--- config.mk ---
export PLATFORM = sky130hd
export DESIGN_NAME = xm_pattern_effect_scanner_core_flat
export DESIGN_NICKNAME = d
export VERILOG_FILES = /design/src/rtl/core/xpes_pkg.sv /design/src/rtl/core/xpes_if.sv /design/src/rtl/core/xm_pattern_effect_scanner_core.sv /design/src/rtl/core/xpes_front.sv /design/src/rtl/core/xpes_queue.sv /design/src/rtl/core/xpes_back.sv /design/src/flat_wrapper.sv
export SDC_FILE = /design/constraint.sdc
export NUM_CORES = 1
export LEC_CHECK = 0
export BUFFER_PORTS_ARGS = -buffer_cell sky130_fd_sc_hd__buf_2
export CAP_MARGIN = 20
export CORE_ASPECT_RATIO = 0.9
export CORE_MARGIN = 4
export CORE_UTILIZATION = 51
export DETAILED_ROUTE_END_ITERATION = 6
export PLACE_DENSITY = 0.84
export SETUP_SLACK_MARGIN = 0.05
export SYNTH_ARGS = -nofsm -noshare
export SYNTH_HDL_FRONTEND = slang
export SYNTH_SLANG_ARGS = --single-unit
--- constraint.sdc ---
create_clock -name i_clk -period 3 [get_ports i_clk]
set_input_delay 0.75 -clock i_clk [delete_from_list [all_inputs] [get_ports i_clk]]
set_output_delay 0.75 -clock i_clk [all_outputs]
set_load 0.01 [all_outputs]
--- src/rtl/core/xpes_pkg.sv ---
// ============================================================================
// xpes_pkg
// Shared types and constants of the XM pattern effect scanner.
// ============================================================================
package xpes_pkg;

    localparam int NORMAL_W  = 36;
    localparam int SPECIAL_W = 16;
    localparam int FIELD_W   = 5;

    // Bit 7 of a cell's first byte marks a packed cell.
    localparam int FLAG_BIT = 7;

    // Presence mask of a cell whose first byte is the note itself.
    localparam logic [FIELD_W-1:0] FIELDS_AFTER_NOTE = 5'b11110;
    localparam logic [FIELD_W-1:0] FIELD_VOLUME      = 5'b00100;
    localparam logic [FIELD_W-1:0] FIELD_EFFECT      = 5'b01000;
    localparam logic [FIELD_W-1:0] FIELD_PARAM       = 5'b10000;

    // Effect numbers with special handling.
    localparam logic [7:0] EFF_ARPEGGIO    = 8'd0;
    localparam logic [7:0] EFF_PORTA_UP    = 8'd1;
    localparam logic [7:0] EFF_PORTA_DOWN  = 8'd2;
    localparam logic [7:0] EFF_E_COMMAND   = 8'd14;
    localparam logic [7:0] EFF_GLOBAL_VOL  = 8'd17;
    localparam logic [7:0] EFF_MULTI_RETRG = 8'd27;
    localparam logic [7:0] EFF_EXTRA_FINE  = 8'd33;
    localparam logic [7:0] EFF_LAST        = 8'd35;

    // E-subcommands that do nothing with a zero argument.
    localparam logic [3:0] SUB_FINE_UP    = 4'd1;
    localparam logic [3:0] SUB_FINE_DOWN  = 4'd2;
    localparam logic [3:0] SUB_RETRIG     = 4'd9;
    localparam logic [3:0] SUB_FVOL_UP    = 4'd10;
    localparam logic [3:0] SUB_FVOL_DOWN  = 4'd11;

    // Extra-fine porta subcommands that count as used.
    localparam logic [3:0] XF_UP   = 4'd1;
    localparam logic [3:0] XF_DOWN = 4'd2;

    // One finished cell, as passed from the parser to the bitmap stage.
    typedef struct packed {
        logic       clr;      // clear bitmaps before applying this cell
        logic       vol_nz;   // volume byte was nonzero
        logic [7:0] effect;
        logic [7:0] param;
    } t_cell;

    typedef struct packed {
        logic full;
        logic empty;
    } t_queue_status;

endpackage

--- src/rtl/core/xpes_if.sv ---
// ============================================================================
// xpes_if
// Valid/ready channels of the XM pattern effect scanner.
// ============================================================================
interface xpes_in_if;
    logic       valid;
    logic       ready;
    logic [7:0] data_byte;
    logic       clear_flags;

    modport source (output valid, output data_byte, output clear_flags, input ready);
    modport sink   (input valid, input data_byte, input clear_flags, output ready);
endinterface

interface xpes_out_if;
    logic        valid;
    logic        ready;
    logic [35:0] normal_used;
    logic [15:0] special_used;
    logic        volume_used;

    modport source (output valid, output normal_used, output special_used,
                    output volume_used, input ready);
    modport sink   (input valid, input normal_used, input special_used,
                    input volume_used, output ready);
endinterface

--- src/rtl/core/xm_pattern_effect_scanner_core.sv ---
// ============================================================================
// xm_pattern_effect_scanner_core
// Scans packed XM pattern cell bytes and reports the effects in use.
// ============================================================================
// Feed the packed cell bytes of XM patterns, headers removed, one word per
// byte on i_in. Each time a cell completes, one result word leaves on o_res
// holding the running bitmaps of used effects (0..35), used E-subcommands and
// a flag for any nonzero volume byte. Bytes inside a cell produce no result.
// Set clear_flags with a byte to zero the bitmaps and the parse state before
// that byte; it then starts a new cell. The block takes one byte per cycle
// while the queue is not full: the parser decides each byte combinationally
// and pushes finished cells into a two-entry queue, and the bitmap stage
// applies one cell per cycle into the output register unless o_res stalls.
// A finished cell is queued, then registered. i_in.ready drops only while
// the queue is full, which happens only when o_res is held stalled.
// ============================================================================
module xm_pattern_effect_scanner_core (
    input  logic        i_clk,
    input  logic        i_rst_n,
    xpes_in_if.sink     i_in,
    xpes_out_if.source  o_res
);

    xpes_pkg::t_cell         w_push_cell;
    xpes_pkg::t_cell         w_pop_cell;
    xpes_pkg::t_queue_status w_qstat;
    logic                    w_push;
    logic                    w_pop;

    // Parse bytes and emit finished cells.
    xpes_front u_front (
        .i_clk   (i_clk),
        .i_rst_n (i_rst_n),
        .i_in    (i_in),
        .i_qstat (w_qstat),
        .o_push  (w_push),
        .o_cell  (w_push_cell)
    );

    // Decouple the parser from output stalls.
    xpes_queue u_queue (
        .i_clk   (i_clk),
        .i_rst_n (i_rst_n),
        .i_push  (w_push),
        .i_cell  (w_push_cell),
        .i_pop   (w_pop),
        .o_cell  (w_pop_cell),
        .o_stat  (w_qstat)
    );

    // Fold cells into the bitmaps and hold the result word.
    xpes_back u_back (
        .i_clk   (i_clk),
        .i_rst_n (i_rst_n),
        .i_cell  (w_pop_cell),
        .i_qstat (w_qstat),
        .o_pop   (w_pop),
        .o_res   (o_res)
    );

`ifndef NO_ASSERTIONS
    // A used E-subcommand implies effect 14 itself is marked.
    a_special_implies_e: assert property (@(posedge i_clk) disable iff (!i_rst_n)
        o_res.valid |-> (o_res.special_used == '0 || o_res.normal_used[14]))
        else $error("special bitmap set without effect 14");

    // The parser never pushes into a full queue.
    a_no_overflow: assert property (@(posedge i_clk) disable iff (!i_rst_n)
        w_push |-> !w_qstat.full)
        else $error("cell pushed into full queue");

    // Only a queued cell may be popped.
    a_no_underflow: assert property (@(posedge i_clk) disable iff (!i_rst_n)
        w_pop |-> !w_qstat.empty)
        else $error("cell popped from empty queue");
`endif

endmodule

--- src/rtl/core/xpes_front.sv ---
// ============================================================================
// xpes_front
// Byte parser: tracks pending cell fields and pushes each finished cell.
// ============================================================================
module xpes_front (
    input  logic                   i_clk,
    input  logic                   i_rst_n,
    xpes_in_if.sink                i_in,
    input  xpes_pkg::t_queue_status i_qstat,
    output logic                   o_push,
    output xpes_pkg::t_cell        o_cell
);

    logic [xpes_pkg::FIELD_W-1:0] r_pending, n_pending;
    logic                         r_clr_pend;
    logic                         r_vol_nz, n_vol_nz;
    logic [7:0]                   r_effect, n_effect;
    logic [7:0]                   r_param, n_param;

    logic [xpes_pkg::FIELD_W-1:0] w_pend;
    logic [xpes_pkg::FIELD_W-1:0] w_low;
    logic                         w_accept;
    logic                         w_done;

    assign i_in.ready = ~i_qstat.full;
    assign w_accept   = i_in.valid & i_in.ready;

    always_comb begin
        w_pend    = i_in.clear_flags ? '0 : r_pending;
        w_low     = w_pend & (~w_pend + xpes_pkg::FIELD_W'(1));
        n_vol_nz  = r_vol_nz;
        n_effect  = r_effect;
        n_param   = r_param;
        n_pending = w_pend & ~w_low;
        if (w_pend == '0) begin
            // start of a cell: fields default to zero
            n_vol_nz = 1'b0;
            n_effect = '0;
            n_param  = '0;
            if (i_in.data_byte[xpes_pkg::FLAG_BIT]) begin
                n_pending = i_in.data_byte[xpes_pkg::FIELD_W-1:0];
            end else begin
                n_pending = xpes_pkg::FIELDS_AFTER_NOTE;
            end
        end else begin
            if (w_low == xpes_pkg::FIELD_VOLUME) begin
                n_vol_nz = (i_in.data_byte != 8'd0);
            end
            if (w_low == xpes_pkg::FIELD_EFFECT) begin
                n_effect = i_in.data_byte;
            end
            if (w_low == xpes_pkg::FIELD_PARAM) begin
                n_param = i_in.data_byte;
            end
        end
        w_done = (n_pending == '0);
    end

    assign o_push        = w_accept & w_done;
    assign o_cell.clr    = r_clr_pend | i_in.clear_flags;
    assign o_cell.vol_nz = n_vol_nz;
    assign o_cell.effect = n_effect;
    assign o_cell.param  = n_param;

    always_ff @(posedge i_clk) begin
        if (!i_rst_n) begin
            r_pending  <= '0;
            r_clr_pend <= 1'b0;
        end else if (w_accept) begin
            r_pending  <= n_pending;
            // carry a clear until the cell that delivers it
            r_clr_pend <= w_done ? 1'b0 : (r_clr_pend | i_in.clear_flags);
        end
    end

    always_ff @(posedge i_clk) begin
        if (w_accept) begin
            r_vol_nz <= n_vol_nz;
            r_effect <= n_effect;
            r_param  <= n_param;
        end
    end

endmodule

--- src/rtl/core/xpes_queue.sv ---
// ============================================================================
// xpes_queue
// Two-entry cell queue between the parser and the bitmap stage.
// ============================================================================
module xpes_queue (
    input  logic                    i_clk,
    input  logic                    i_rst_n,
    input  logic                    i_push,
    input  xpes_pkg::t_cell         i_cell,
    input  logic                    i_pop,
    output xpes_pkg::t_cell         o_cell,
    output xpes_pkg::t_queue_status o_stat
);

    xpes_pkg::t_cell r_mem [2];
    logic            r_wr_ptr;
    logic            r_rd_ptr;
    logic [1:0]      r_count;

    assign o_cell       = r_mem[r_rd_ptr];
    assign o_stat.full  = (r_count == 2'd2);
    assign o_stat.empty = (r_count == 2'd0);

    always_ff @(posedge i_clk) begin
        if (i_push) begin
            r_mem[r_wr_ptr] <= i_cell;
        end
    end

    always_ff @(posedge i_clk) begin
        if (!i_rst_n) begin
            r_wr_ptr <= 1'b0;
            r_rd_ptr <= 1'b0;
            r_count  <= 2'd0;
        end else begin
            if (i_push) begin
                r_wr_ptr <= ~r_wr_ptr;
            end
            if (i_pop) begin
                r_rd_ptr <= ~r_rd_ptr;
            end
            case ({i_push, i_pop})
                2'b10:   r_count <= r_count + 2'd1;
                2'b01:   r_count <= r_count - 2'd1;
                default: r_count <= r_count;
            endcase
        end
    end

endmodule

--- src/rtl/core/xpes_back.sv ---
// ============================================================================
// xpes_back
// Bitmap stage: applies each finished cell and registers the result word.
// ============================================================================
module xpes_back (
    input  logic                    i_clk,
    input  logic                    i_rst_n,
    input  xpes_pkg::t_cell         i_cell,
    input  xpes_pkg::t_queue_status i_qstat,
    output logic                    o_pop,
    xpes_out_if.source              o_res
);

    logic                           r_valid;
    logic [xpes_pkg::NORMAL_W-1:0]  r_normal, n_normal;
    logic [xpes_pkg::SPECIAL_W-1:0] r_special, n_special;
    logic                           r_volume, n_volume;

    logic [3:0] w_hi;
    logic       w_skip;
    logic       w_needs_arg;

    assign o_pop = ~i_qstat.empty & (~r_valid | o_res.ready);

    always_comb begin
        w_hi   = i_cell.param[7:4];
        w_skip = 1'b0;
        if (i_cell.effect == xpes_pkg::EFF_ARPEGGIO && i_cell.param == 8'd0) begin
            w_skip = 1'b1;
        end
        if (i_cell.effect == xpes_pkg::EFF_EXTRA_FINE &&
            w_hi != xpes_pkg::XF_UP && w_hi != xpes_pkg::XF_DOWN) begin
            w_skip = 1'b1;
        end
        if (i_cell.param == 8'd0 &&
            (i_cell.effect == xpes_pkg::EFF_PORTA_UP ||
             i_cell.effect == xpes_pkg::EFF_PORTA_DOWN ||
             i_cell.effect == xpes_pkg::EFF_MULTI_RETRG ||
             i_cell.effect == xpes_pkg::EFF_GLOBAL_VOL)) begin
            w_skip = 1'b1;
        end
        w_needs_arg = (w_hi == xpes_pkg::SUB_FINE_UP) || (w_hi == xpes_pkg::SUB_FINE_DOWN) ||
                      (w_hi == xpes_pkg::SUB_RETRIG) || (w_hi == xpes_pkg::SUB_FVOL_UP) ||
                      (w_hi == xpes_pkg::SUB_FVOL_DOWN);

        n_normal  = i_cell.clr ? '0 : r_normal;
        n_special = i_cell.clr ? '0 : r_special;
        n_volume  = (i_cell.clr ? 1'b0 : r_volume) | i_cell.vol_nz;
        if (!w_skip && i_cell.effect <= xpes_pkg::EFF_LAST) begin
            n_normal = n_normal | (xpes_pkg::NORMAL_W'(1) << i_cell.effect[5:0]);
        end
        if (!w_skip && i_cell.effect == xpes_pkg::EFF_E_COMMAND &&
            !(w_needs_arg && i_cell.param[3:0] == 4'd0)) begin
            n_special = n_special | (xpes_pkg::SPECIAL_W'(1) << w_hi);
        end
    end

    assign o_res.valid        = r_valid;
    assign o_res.normal_used  = r_normal;
    assign o_res.special_used = r_special;
    assign o_res.volume_used  = r_volume;

    always_ff @(posedge i_clk) begin
        if (!i_rst_n) begin
            r_valid   <= 1'b0;
            r_normal  <= '0;
            r_special <= '0;
            r_volume  <= 1'b0;
        end else if (o_pop) begin
            r_valid   <= 1'b1;
            r_normal  <= n_normal;
            r_special <= n_special;
            r_volume  <= n_volume;
        end else if (o_res.ready) begin
            r_valid   <= 1'b0;
        end
    end

endmodule
--- src/flat_wrapper.sv ---
// flat-port wrapper written by rule: the top's interface ports become plain ports
module xm_pattern_effect_scanner_core_flat 
  (i_clk, i_rst_n, i_in_valid, i_in_data_byte, i_in_clear_flags, i_in_ready, o_res_valid, o_res_normal_used, o_res_special_used, o_res_volume_used, o_res_ready);
  xpes_in_if i_in_i ();
  xpes_out_if o_res_i ();
  input  logic i_clk;
  input  logic i_rst_n;
  input wire logic [$bits(i_in_i.valid)-1:0] i_in_valid;
  input wire logic [$bits(i_in_i.data_byte)-1:0] i_in_data_byte;
  input wire logic [$bits(i_in_i.clear_flags)-1:0] i_in_clear_flags;
  output wire logic [$bits(i_in_i.ready)-1:0] i_in_ready;
  output wire logic [$bits(o_res_i.valid)-1:0] o_res_valid;
  output wire logic [$bits(o_res_i.normal_used)-1:0] o_res_normal_used;
  output wire logic [$bits(o_res_i.special_used)-1:0] o_res_special_used;
  output wire logic [$bits(o_res_i.volume_used)-1:0] o_res_volume_used;
  input wire logic [$bits(o_res_i.ready)-1:0] o_res_ready;
  assign i_in_i.valid = i_in_valid;
  assign i_in_i.data_byte = i_in_data_byte;
  assign i_in_i.clear_flags = i_in_clear_flags;
  assign i_in_ready = i_in_i.ready;
  assign o_res_valid = o_res_i.valid;
  assign o_res_normal_used = o_res_i.normal_used;
  assign o_res_special_used = o_res_i.special_used;
  assign o_res_volume_used = o_res_i.volume_used;
  assign o_res_i.ready = o_res_ready;
  xm_pattern_effect_scanner_core u_core (.i_clk(i_clk), .i_rst_n(i_rst_n), .i_in(i_in_i), .o_res(o_res_i));
endmodule
Word-level counts from Yosys, hierarchy flattened:

Memories as Yosys holds them, arrays and structs flattened. A register that Yosys moved wholly into a read port is not among the register bits.
Index checks and enable logic that the tools add are counted.

* shift operators: 2
* reduce and logical (&&, ||, !) cells: 26
* add/sub/neg operators: 3
* bitwise gates (word level): 17
* order comparisons: 1
* equality and inequality tests: 19
* mux-type cells: 25

Operators by type and width (number)
* 36-bit 2-to-1 mux: 2
* 36-bit OR: 1
* 1-bit by 6-bit << shifter with 36-bit output, first input constant: 1
* 16-bit 2-to-1 mux: 2
* 8-bit 2-to-1 mux: 4
* 8-bit by 5-bit == test with 1-bit output, second input constant: 2
* 8-bit logical NOT: 2
* 16-bit OR: 1
* 1-bit by 4-bit << shifter with 16-bit output, first input constant: 1
* 5-bit 2-to-1 mux: 3
* 1-bit 2-to-1 mux: 13
* 4-bit == test, second input constant: 3
* 5-bit bitwise AND: 2
* 5-bit logical NOT: 2
* 5-bit inverter: 2
* 8-bit by 1-bit == test with 1-bit output, second input constant: 1
* 8-bit by 2-bit == test with 1-bit output, second input constant: 1
* 8-bit by 4-bit == test with 1-bit output, second input constant: 1
* 8-bit by 6-bit == test with 1-bit output, second input constant: 1
* 8-bit by 6-bit <= comparator with 1-bit output, second input constant: 1
* 1-bit logical AND: 8
* 8-bit nonzero test: 1
* 1-bit logical OR: 7
* 5-bit by 1-bit adder with 5-bit output, second input constant: 1
* 19 further kinds: 30

* memories kept: 1
* register bits after elaboration: 81
* memory bits (writable): 36

Memories
* u_core.u_queue.r_mem: words 2, bits a word 18, rd ports 1, clocked after memory_dff 1, wr ports 1, RTL line xpes_queue.sv:15 `xpes_pkg::t_cell r_mem [2];`

Logic depth before layout (Yosys ltp):

* word-level depth: 11
* depth in mapped cells: 9

Cells and area by module:

From an unflattened synthesis, not the netlist that was laid out.

* cell total of the unflattened synthesis: 417
* area total of the unflattened synthesis: 4837.1 um^2

Modules (own cells, without submodules)
* xpes_back: instances 1, area each 2118.3 um^2, cells each 222
* xpes_queue: instances 1, area each 1510.2 um^2, cells each 78
* xpes_front: instances 1, area each 1208.7 um^2, cells each 117

Worst setup path after synthesis:

No wires, ideal clock.

* path type: input to register
* from: input i_in_data_byte[1]
* to: memory u_core.u_queue.r_mem[0][0] (netlist bit), enable pin
* setup slack: 110 ps
* required time: 2604 ps
* path buffers: 0
* library setup time: 396 ps
* data arrival time: 2494 ps
* stages: 4
* cells stage by stage: nor4_1 > nand3b_1 > a211oi_1 > nor2b_1

* word-level cells in the longest chain between the ends: 6

RTL lines
* start, declared: RTL line flat_wrapper.sv:9 `input wire logic [$bits(i_in_i.data_byte)-1:0] i_in_data_byte;`
* 5-bit 2-to-1 mux: RTL line xpes_front.sv:40 `if (i_in.data_byte[xpes_pkg::FLAG_BIT]) begin`
* 5-bit 2-to-1 mux: RTL line xpes_front.sv:35 `if (w_pend == '0) begin`
* 5-bit logical NOT: RTL line xpes_front.sv:56 `w_done = (n_pending == '0);`
* 1-bit bitwise AND: RTL line xpes_front.sv:59 `assign o_push = w_accept & w_done;`
* 1-bit 2-to-1 mux: RTL line xpes_queue.sv:25 `if (i_push) begin`
* 1-bit 2-to-1 mux (implied by the code): RTL line xpes_queue.sv:26 `r_mem[r_wr_ptr] <= i_cell;`
* end, declared: RTL line xpes_queue.sv:15

No other way between the ends.

==> qor.yml <==
yosys_warnings: 0
yosys.area_share.simple: 0.175
htree_levels: 4
drc_errors: 0
synth-compound-area-share: 0.159
clk_latency_ns: 0.51
async_flop_share: 0
maxSlewHeadroom: 0.578
power_switching_share: 0.296
clkTransAtPathRegs_ns: 0.06
vdd_drop_max_mv: 0.376
io_buffers: 67
area_growth_pct: 21.7
synth_top_cell_area_share: 0.334
fin_nets: 530
drt_iter0_markers: 180
postRouteAntennaNets: 0
fillCellCount: 707
cts_buffers: 17
initial_core_util: 0.521
critPathMaxFanout: 21
end_kind: "flop"
holdWs_ns: 0.452
ys_seq_area_frac: 0.608
fin_area_um2: 5790
synth_nets: 451
fin_tns_setup_ns: 0
slew_viol_final: 0
die_x_um: 110
grt_overflow_total: 0
clock.fmax_mhz: 399
placedInstanceArea_um2: 5250
criticalPathCategory: "flop to flop"
ys_top_cells_by_count: "nand2_1 (72), dfxtp_1 (65), edfxtp_1 (53)"
track_usage: 0.197
fin_crit_ns: 2.51
yosys.cell_count.top_type: "nand2_1"
synth_cell_types: 56
avgSynthCellArea_um2: 10.9
tightest_slew_ns: 0.632
r2r-end: "u_core.u_back.o_res.special_used[11]"
rsz0062_at_grt: "no"
syn_inst: 437
viasPerCell: 5.58
r2r_slack_ns: 0.49
whs_path_depth: 2
antenna_found_initial: 0
routed_wl_um: 10300
grt_max_degree: 46
cap_violations: 0
grt_pass1_vias: 3426
postCtsSetupBuffers: 0
synth-adder-area-share: 0.00473
fp-row-count: 33
drive_above_1_share: 0.227
critPathArrivalTime_ns: 2.96
synth_xor_area_frac: 0.00552
p_int_mw: 3.31
fin_crit_sh: 0.836
hold_viol_final: 0
hold_path.class: "flop to flop"
vias: 3630
synth_area_um2: 4760
first_pass_iters: 5
synth_top_area_cell: "edfxtp_1"
combPwrFrac: 0.190
synth-seq-cells: 118
status: "finished clean"
pwr_density_cell_nw_per_um2: 813
root_buffer: "clkbuf_8"
pin_count: 68
routabilityCongestion: 0.875
seqPwrFrac: 0.425
synth_area_leaders: "edfxtp_1 (33%), dfxtp_1 (27%), nand2_1 (5.7%)"
synth.mux.area_fraction: 0.0216
synth_ff_type: "dfxtp_1"
antenna_cells: 0
wire_per_inst_um: 15.8
required_ns: 3.45
p_leak_nw: 2.29
die_h_um: 99.6
p_sw_mw: 1.39
synth-edff-count: 53
post_cts_resized: 0
core_area_um2: 9130
r2r_cells: 6
fin_worst_skew_ns: 0.00723
clock-sinks: 118
cts-hold-fix-buffers: 0
clkPwrFrac: 0.385
grt_pass1_wl_um: 16700
cts_tree: "done"
cp-start-kind: "flop"
synth_top_family_by_area: "simple AND/OR/NAND/NOR gates"
report.final.setup_viol: 0
die_area_um2: 10900
clockBufferDepth: 2
critPathCapture: "u_core.u_back.o_res.special_used[11]"
dp_hpwl_um: 7230
==> metrics by stage <==
| step | total power, mW | instances | util | worst slack, ns |
|---|---|---|---|---|
| after floorplan | 2.66 | 437 | - | 0.110 |
| after global placement | 2.88 | 619 | 0.575 | 0.317 |
| after detailed placement | 2.92 | 619 | 0.575 | 0.259 |
| after CTS | 4.75 | 651 | 0.635 | 0.514 |
| after global routing | 4.94 | 651 | 0.635 | 0.348 |
| final | 4.71 | 651 | 0.635 | 0.493 |
==> cell type report <==
class	instances	area [um^2]	area share
inverters	11	41.3	0.00713
repair buffers	78	418	0.0722
multi-input cells	290	1740	0.301
clock inverters	15	131	0.0227
well taps	122	153	0.0264
clock buffers	17	414	0.0715
flip-flops and latches	118	2890	0.500
==> state kept, by name (all words and copies together) (netlist names), named ones only <==
signal                            cells
u_core.u_queue.r_rd_ptr               1
u_core.u_back.o_res.normal_used      36
u_core.u_front.r_pending              5
u_core.u_back.o_res.special_used     16
u_core.u_front.r_clr_pend             1
u_core.u_queue.r_mem                 36
u_core.u_back.o_res.volume_used       1
u_core.u_back.o_res.valid             1
u_core.u_front.r_effect               8
u_core.u_front.r_vol_nz               1
u_core.u_queue.r_count                2
u_core.u_front.r_param                8
u_core.u_queue.r_wr_ptr               1
==> worst min path at each step <==
stage,slack (ns),to,from
2_1_floorplan,0.46,u_core.u_front.r_pending[4],u_core.u_front.r_pending[4]
3_3_place_gp,0.43,u_core.u_back.o_res.normal_used[25],u_core.u_back.o_res.normal_used[25]
3_5_place_dp,0.44,u_core.u_back.o_res.normal_used[12],u_core.u_back.o_res.normal_used[12]
4_1_cts,0.45,u_core.u_back.o_res.normal_used[26],u_core.u_back.o_res.normal_used[26]
5_1_grt,0.47,u_core.u_back.o_res.normal_used[12],u_core.u_back.o_res.normal_used[12]
6_report,0.45,u_core.u_back.o_res.normal_used[18],u_core.u_back.o_res.normal_used[18]
==> worst max-delay path: stages, from the launching register on <==
cell	delay, ns
dfxtp_1	0.51
buf_4	0.28
or3b_1	0.40
a222oi_1	0.51
and4_1	0.32
nor3b_4	0.25
a32o_1	0.19
==> per-layer routing <==
layer | GRT usage | routed length, um | vias up
met2 | 0.322 | 5000 | 130
met1 | 0.253 | 4470 | 1709
met3 | 0.0448 | 642 | 21
met5 | 0 | 0 | -
met4 | 0.0757 | 177 | 0
li1 | - | - | 1770
==> logic make-up after synthesis <==
| kind of cell | Yosys count |
|---|---|
| compound gates | 110 |
| mux | 10 |
| simple gates | 165 |
| fa+ha+maj | 2 |
| xor+xnor | 3 |
| flops | 118 |
| buf+inv | 29 |
==> power groups by stage <==
stage / registers [mW] / clock network [mW] / logic [mW]
global route: 2.02 / 1.92 / 0.993
floorplan: 1.99 / 0 / 0.677
global placement: 2.02 / 0 / 0.854
CTS: 2.00 / 1.86 / 0.895
detailed placement: 2.03 / 0 / 0.888
finish: 2.00 / 1.81 / 0.894
==> cells in the final DEF (no fill, tap or decap), drive strengths merged, types with 4 or more instances in the layout <==
cell / netlist / routed
nor4: 4 / 4
o21ai: 50 / 50
inv: 11 / 13
edfxtp: 53 / 53
o31ai: 7 / 7
nand3: 9 / 9
a22o: 6 / 6
and4: 5 / 5
clkinvlp: 0 / 4
mux2i: 8 / 8
a32o: 5 / 5
nand3b: 6 / 6
nand2b: 5 / 5
and2: 6 / 6
a21boi: 7 / 7
clkinv: 0 / 8
or3b: 5 / 5
nor2b: 12 / 12
or3: 7 / 7
nand2: 72 / 72
clkbuf: 9 / 17
dfxtp: 65 / 65
buf: 9 / 78
nor3: 5 / 5
a22oi: 9 / 9
nor2: 20 / 20
Power figures use the tool's default switching activity.
